File: config.mk
export PLATFORM = sky130hd
export DESIGN_NAME = mst_ctrl
export DESIGN_NICKNAME = d
export VERILOG_FILES = /design/src/rtl/core/mst_pkg.sv /design/src/rtl/core/mst_ctrl.sv
export SDC_FILE = /design/constraint.sdc
export NUM_CORES = 1
export LEC_CHECK = 0
export BUFFER_PORTS_ARGS = -buffer_cell sky130_fd_sc_hd__buf_2
export CAP_MARGIN = 10
export CORE_UTILIZATION = 40
export DETAILED_ROUTE_END_ITERATION = 6
export SETUP_SLACK_MARGIN = 0.2
export SLEW_MARGIN = 20
export SYNTH_ARGS = -nofsm -noshare
export SYNTH_HDL_FRONTEND = slang
export SYNTH_SLANG_ARGS = --single-unit
File: constraint.sdc
create_clock -name clk -period 3.6 [get_ports clk]
set_clock_uncertainty 0.15 [all_clocks]
set_input_delay 0.72 -clock clk [delete_from_list [all_inputs] [get_ports clk]]
set_output_delay 0.72 -clock clk [all_outputs]
set_load 0.05 [all_outputs]
File: src/rtl/core/mst_pkg.sv
// Shared types and codes for the match span table.
`timescale 1ns / 1ps
`default_nettype none
package mst_pkg;

  localparam int TABLE_DEPTH_DEF   = 256;
  localparam int POSITION_BITS_DEF = 48;
  localparam int REQ_W             = 3;
  localparam int SLOT_W            = 8;
  localparam int STATUS_W          = 2;
  localparam int COUNT_OUT_W       = 9;
  localparam int CFG_DATA_W        = 64;
  localparam int CFG_ADDR_W        = 4;

  localparam logic [REQ_W-1:0] REQ_ADD       = 3'd0;
  localparam logic [REQ_W-1:0] REQ_EXT_START = 3'd1;
  localparam logic [REQ_W-1:0] REQ_EXT_END   = 3'd2;
  localparam logic [REQ_W-1:0] REQ_CLEAR     = 3'd3;
  localparam logic [REQ_W-1:0] REQ_PURGE     = 3'd4;
  localparam logic [REQ_W-1:0] REQ_SORT      = 3'd5;
  localparam logic [REQ_W-1:0] REQ_READ      = 3'd6;

  localparam logic [STATUS_W-1:0] ST_OK    = 2'd0;
  localparam logic [STATUS_W-1:0] ST_FULL  = 2'd1;
  localparam logic [STATUS_W-1:0] ST_INDEX = 2'd2;
  localparam logic [STATUS_W-1:0] ST_RANGE = 2'd3;

  // register select bit of paddr (registers sit 8 bytes apart)
  localparam logic REG_CONTENT_FIRST = 1'b0;
  localparam logic REG_CONTENT_LAST  = 1'b1;

  typedef enum logic [3:0] {
    OP_NONE,
    OP_LATCH,
    OP_RD_SLOT,
    OP_PREP,
    OP_COMMIT,
    OP_WRD,
    OP_CLR_WR,
    OP_PRG_WR,
    OP_PRG_END,
    OP_PASS_INIT,
    OP_S_LOAD,
    OP_S_STEP,
    OP_S_TAIL,
    OP_D_END,
    OP_D_LOAD,
    OP_D_STEP
  } dp_op_t;

  typedef enum logic [4:0] {
    S_IDLE,
    S_RD_SLOT,
    S_PREP,
    S_COMMIT,
    S_CLR_RD,
    S_CLR_WR,
    S_PRG_RD,
    S_PRG_WR,
    S_PRG_END,
    S_SRT_START,
    S_SRT_RD0,
    S_SRT_LOAD,
    S_SRT_RD,
    S_SRT_STEP,
    S_SRT_TAIL,
    S_DED_START,
    S_DED_RD0,
    S_DED_LOAD,
    S_DED_RD,
    S_DED_STEP,
    S_DED_END,
    S_DONE
  } ctl_state_t;

  typedef struct packed {
    logic             idx_end;
    logic             count_le1;
    logic             count_zero;
    logic             swapped;
  } dp_sts_t;

endpackage
`default_nettype wire

File: src/rtl/core/mst_ctrl.sv
// Request sequencer of the match span table.
`timescale 1ns / 1ps
`default_nettype none
module mst_ctrl (
  input  wire logic             clk,
  input  wire logic             rst_n,
  input  wire logic             in_valid,
  output logic                  in_ready,
  input  wire logic [mst_pkg::REQ_W-1:0] in_req_type,
  output logic                  out_valid,
  input  wire logic             out_ready,
  input  wire mst_pkg::dp_sts_t sts,
  output mst_pkg::dp_op_t       op
);
  import mst_pkg::*;

  ctl_state_t state_r, state_nxt;

  always_comb begin
    state_nxt = state_r;
    case (state_r)
      S_IDLE: begin
        if (in_valid) begin
          case (in_req_type)
            REQ_CLEAR: state_nxt = S_CLR_RD;
            REQ_PURGE: state_nxt = S_PRG_RD;
            REQ_SORT:  state_nxt = S_SRT_START;
            REQ_ADD, REQ_EXT_START, REQ_EXT_END, REQ_READ: state_nxt = S_RD_SLOT;
            default:   state_nxt = S_DONE;
          endcase
        end
      end
      S_RD_SLOT:   state_nxt = S_PREP;
      S_PREP:      state_nxt = S_COMMIT;
      S_COMMIT:    state_nxt = S_DONE;
      S_CLR_RD:    state_nxt = sts.idx_end ? S_DONE : S_CLR_WR;
      S_CLR_WR:    state_nxt = S_CLR_RD;
      S_PRG_RD:    state_nxt = sts.idx_end ? S_PRG_END : S_PRG_WR;
      S_PRG_WR:    state_nxt = S_PRG_RD;
      S_PRG_END:   state_nxt = S_DONE;
      S_SRT_START: state_nxt = sts.count_le1 ? S_DED_START : S_SRT_RD0;
      S_SRT_RD0:   state_nxt = S_SRT_LOAD;
      S_SRT_LOAD:  state_nxt = S_SRT_RD;
      S_SRT_RD:    state_nxt = sts.idx_end ? S_SRT_TAIL : S_SRT_STEP;
      S_SRT_STEP:  state_nxt = S_SRT_RD;
      S_SRT_TAIL:  state_nxt = sts.swapped ? S_SRT_START : S_DED_START;
      S_DED_START: state_nxt = sts.count_zero ? S_DONE : S_DED_RD0;
      S_DED_RD0:   state_nxt = S_DED_LOAD;
      S_DED_LOAD:  state_nxt = S_DED_RD;
      S_DED_RD:    state_nxt = sts.idx_end ? S_DED_END : S_DED_STEP;
      S_DED_STEP:  state_nxt = S_DED_RD;
      S_DED_END:   state_nxt = S_DONE;
      S_DONE:      state_nxt = out_ready ? S_IDLE : S_DONE;
      default:     state_nxt = S_IDLE;
    endcase
  end

  always_comb begin
    op        = OP_NONE;
    in_ready  = 1'b0;
    out_valid = 1'b0;
    case (state_r)
      S_IDLE: begin
        in_ready = 1'b1;
        if (in_valid) op = OP_LATCH;
      end
      S_RD_SLOT:   op = OP_RD_SLOT;
      S_PREP:      op = OP_PREP;
      S_COMMIT:    op = OP_COMMIT;
      S_CLR_RD:    op = sts.idx_end ? OP_NONE : OP_WRD;
      S_CLR_WR:    op = OP_CLR_WR;
      S_PRG_RD:    op = sts.idx_end ? OP_NONE : OP_WRD;
      S_PRG_WR:    op = OP_PRG_WR;
      S_PRG_END:   op = OP_PRG_END;
      S_SRT_START: op = sts.count_le1 ? OP_NONE : OP_PASS_INIT;
      S_SRT_RD0:   op = OP_WRD;
      S_SRT_LOAD:  op = OP_S_LOAD;
      S_SRT_RD:    op = sts.idx_end ? OP_NONE : OP_WRD;
      S_SRT_STEP:  op = OP_S_STEP;
      S_SRT_TAIL:  op = OP_S_TAIL;
      S_DED_START: op = sts.count_zero ? OP_NONE : OP_PASS_INIT;
      S_DED_RD0:   op = OP_WRD;
      S_DED_LOAD:  op = OP_D_LOAD;
      S_DED_RD:    op = sts.idx_end ? OP_NONE : OP_WRD;
      S_DED_STEP:  op = OP_D_STEP;
      S_DED_END:   op = OP_D_END;
      S_DONE:      out_valid = 1'b1;
      default:     op = OP_NONE;
    endcase
  end

  always_ff @(posedge clk) begin
    if (!rst_n) begin
      state_r <= S_IDLE;
    end else begin
      state_r <= state_nxt;
    end
  end

endmodule
`default_nettype wire

**Yosys cells after proc, flatten, opt, wreduce, memory -nomap -nowiden**

Index checks and enable logic that the tools add are counted.

- Bits in registers: 5
- Input port bits: 11
- Output and inout bits: 6
- Logic and storage cells: 55

- Equal/unequal tests: 28
- Muxes and demuxes: 18
- Reduce and logical (&&, ||, !) cells: 8

Operators with widths:

| operator | count |
|---|---|
| $pmux 5 s18 | 1 |
| $pmux 4 s17 | 1 |
| $eq 5x4->1 const B | 8 |
| $eq 5x5->1 const B | 6 |
| $eq 5x3->1 const B | 4 |
| $pmux 5 s4 | 1 |
| $mux 3 | 5 |
| $mux 5 | 3 |
| $mux 4 | 3 |
| $eq 5x2->1 const B | 2 |
| $eq 3x3->1 const B | 3 |
| $reduce_or 4->1 | 2 |
| $eq 3x2->1 const B | 2 |
| $reduce_or 2->1 | 3 |
| $eq 5x1->1 const B | 1 |
| $logic_not 5->1 | 1 |
| $eq 3x1->1 const B | 1 |
| $logic_not 3->1 | 1 |
| $mux 1 | 3 |
| $reduce_or 3->1 | 1 |
| $mux 2 | 1 |
| $ne 2x2->1 const B | 1 |

**Depth between registers and ports, before layout**

- Word-level depth: 5
- Mapped depth: 7

**Least setup slack after synthesis**

Ideal clock, no wire load.

- Path kind: register to output
- From: register state_r[0]
- To: output out_valid
- Arrival: 1.876 ns
- Required time: 2.730 ns
- Path slack: 0.854 ns
- Cell stages (with the launch flop): 5
- Buffers on the path: 2
- Path through: dfxtp_1 > buf_2 > buf_4 > inv_2 > nor3_1

- Longest elaborated chain between the ends: 2

RTL lines:

| what | line | source |
|---|---|---|
| from (decl) | mst_ctrl.sv:17 | `ctl_state_t state_r, state_nxt;` |
| from (signal assigned) | mst_ctrl.sv:96 | `state_r <= state_nxt;` |
| $eq 5x5->1 | mst_ctrl.sv:62 | `case (state_r)` |
| $mux 1 | mst_ctrl.sv:62 |  |
| to (decl) | mst_ctrl.sv:10 | `output logic out_valid,` |

Every way passes these cells.

**Worst setup path in the final report**

- From: register state_r[2]
- To: output op[0]

- Longest elaborated chain between the ends: 3

RTL lines:

| what | line | source |
|---|---|---|
| $eq 5x5->1, or another cell as far along | mst_ctrl.sv:62 |  |
| $reduce_or 4->1 (no source line) / $reduce_or 2->1 (equally long branches) | n/a |  |
| $pmux 4 s17 * | mst_ctrl.sv:62 |  |
| to (decl) | mst_ctrl.sv:13 | `output mst_pkg::dp_op_t op` |

Mark *: on every way between the ends. The rest lies on a longest branch, timed or not.

==> impl_results.md <==
* Primary FF master, synth: dfxtp_1
* DR iter-0 viols at 39
* Initial antenna violation count at 0
* Final Power at 956.2 uW
* Slowest-stage cell, CP: dfxtp_1
* Hold slack at about 610 ps
* Die width at approximately 48 um
* Drt drc at 0
* Sequential fraction of the synthesis area at a little under an eighth
* Leak at 0.3347 nW
* Switch Pwr at about 590 uW
* Skew-Pair Late Insertion Delay at roughly 250 ps
* Combinational Power Share at 72.1%
* Post-Layout Cell Count at around 160
* Met3 Usage GRT at under 10%
* Worst setup SP type: flop
* FMAX at roughly 320 MHz
* Overall routing resource usage at between 20% and 30%
* Final hold vios at 0
* Final nets at roughly 140
* Biggest register: state_r
* # port buffers at 16
* Max-cap violations at 0
* DP HPWL at 1.682 mm
* Via count at ~990
* Cell total after placement at roughly 150
* Top Usage Layer GRT: met1
* Inserted Diodes at 0
* Crit-path max FO at 28
* Core Util, Final at a little under half
* Largest net degree at the start of global routing at 29
* Final slew viol count at 0
* Max reg flops at 5
* RSZ-0062 raised after global routing: false
* H-tree depth at 1
* Syn avg cell area at approximately 7 sq um
* GPL Wtd Cong at around 0.94
* Worst hold path type: in -> reg
* Sum of negative setup slack at 0 ps
* Vias in the first global route at 808
* WL/cell at between 15 and 20 um
* First-pass GRT wire length at ~3.9 mm
* Ys Warns at 0
* Slew HR at between 40% and 50%
* Clock Tree Buf Depth at 2
* Clock slew at reported path FFs at around 50 ps
* Hold_buf cts at 0
* Netlist cell types at 48
* Critical path buffers and inverters at 1
* Status: finished, final reports clean
* GRT overflow at 0
* I/O pin cnt at 17
* CTS tree: yes
* Yosys reg bits at 5
* Final wirelength at approximately 2.4 mm
* Max incr delay on CP at approximately 840 ps
* Fin crit share at between 80% and 90%
* Syn Nets at ~130
* Least-Margin Pin Slew at around 810 ps
* # rows at 16
* Post-layout min period at 3095 ps
* Cells after synthesis at between 100 and 150
* Die H at about 48 um
* Met2 Use GR at between 30% and 40%
* Largest regs: state_r x5
* Initial core utilization at between 40% and 50%
* Endpoints failing setup at 0
* Cts repair resizes at 0
* Grt met1 use at 37.92%
* Drt first pass iters at 4
* Root Buffer: clkbuf_4
* Core area at about 2000 sq um
* Internal power at between 300 and 400 uW
* Clock power frac at under 10%
* Crit path max-delay family: flip-flops
* # clock sinks at 5
* Synth async-reset ratio at 0%
* Die outline area at between 2000 and 2500 sq um
* Critical Path End Type: output pin
* CP Cell Sequence: or2_1, o221a_1, o22ai_1, or3_1, buf_2
* CTS Buf Count at 3
* Register share of total power at a little over a fifth
* Post-synth EDFFs at 0
* Via/cell ratio at 6.291
* Maximum VDD drop at 0.4648 mV
* Post CTS Setup Buffer Count at 0
* Area grow syn2layout at 10.24%
* WP data arrival at 2220 ps
* Req. time, crit path at approximately 2700 ps
* Remaining antenna violation count at 0
* Net Sw Frac at around 61%
* Share of layout cells above drive strength 1 at about a fifth
* P per Cell Area at 1029 nW/um^2
* Post-Syn Area at about 840 sq um
* Crit Path Category: reg -> out
-- cell usage after synthesis (5+ instances only) --
master	n	area (sq um)
dfxtp_1	5	100.1
nand2b_1	5	31.28
nor3_1	5	25.02
a31oi_1	5	31.28
a21oi_1	9	45.04
nor2b_1	6	37.54
buf_2	7	35.03
nand2_1	6	22.52
nor2_1	8	30.03
-- cells in the final DEF (no fill, tap or decap), types with 2 or more instances in the layout --
cell and count:
clkbuf_4 3, and3_1 2, dfxtp_1 5, mux2i_1 2
a31oi_1 5, buf_2 16, nand2_1 6, nand3_1 4
o22ai_1 4, nand2b_1 5, a21oi_1 9, o21ai_0 4
buf_4 2, a211oi_1 2, nor2b_1 6, nor3b_1 4
o211ai_1 2, nor2_1 8, a22oi_1 2, and3b_1 2
nor3_1 5, nand4_1 2, o31ai_1 2, inv_2 2
o21ai_1 4
-- worst min-delay path: stages --
cell      delay [ps]
buf_2            110
o311ai_4          80
a41oi_1           50
-- routing by layer --
| metal | wire length [um] | vias up |
|---|---|---|
| li1 | - | 486 |
| met1 | 1145 | 460 |
| met2 | 1065 | 44 |
| met3 | 155 | 4 |
| met4 | 17 | 0 |
| met5 | 0 | - |
-- stage by stage --
step | setup slack [ps] | cell area, sq um
3_3_place_gp | 818.0 | 903.4
4_1_cts | 536.9 | 929.6
5_1_grt | 340.4 | 929.6
6_report | 505.0 | 929.6
2_1_floorplan | 853.9 | 843.3
3_5_place_dp | 823.0 | 903.4
-- cells by family (layout without fill, tap and decap cells) --
kind of cell           after synthesis  in the layout  share of synthesized area (%)
multiplexers                         2              2                          2.374
XOR/XNOR                             1              1                          1.039
AO/OA/AOI/OAI                       47             47                          40.21
AND/OR/NAND/NOR                     51             51                          35.02
flip-flops                           5              5                          11.87
buffers and inverters               14             25                          9.495
-- power groups by stage --
stage	registers (mW)	logic (mW)	clock network [mW]
after floorplan	0.0937	0.674	0
after global placement	0.195	0.688	0
after detailed placement	0.195	0.682	0
after CTS	0.196	0.684	0.0683
after global routing	0.210	0.761	0.0766
final	0.199	0.689	0.0678
-- final cells by class --
class,count,area (sq um)
clock buffers,4,26.28
fillers,227,1032
inverters,3,11.26
multi-input cells,101,663.1
flip-flops and latches,5,100.1
well taps,27,33.78
repair buffers,18,95.09
-- path summary, 6_finish.rpt --
kind | startpoint | slack, ps | to | cells past startpoint
hold / removal | rst_n | 610 | state_r[1]$_SDFFE_PN0P_ | 3
setup / recovery | state_r[2]$_SDFFE_PN0P_ | 510 | op[0] | 5
setup reg to reg | state_r[2]$_SDFFE_PN0P_ | 1380 | state_r[2]$_SDFFE_PN0P_ | 4
hold reg to reg | state_r[0]$_SDFFE_PN0P_ | 740 | state_r[1]$_SDFFE_PN0P_ | 2
No activity file was read; power rests on OpenSTA's default activity.
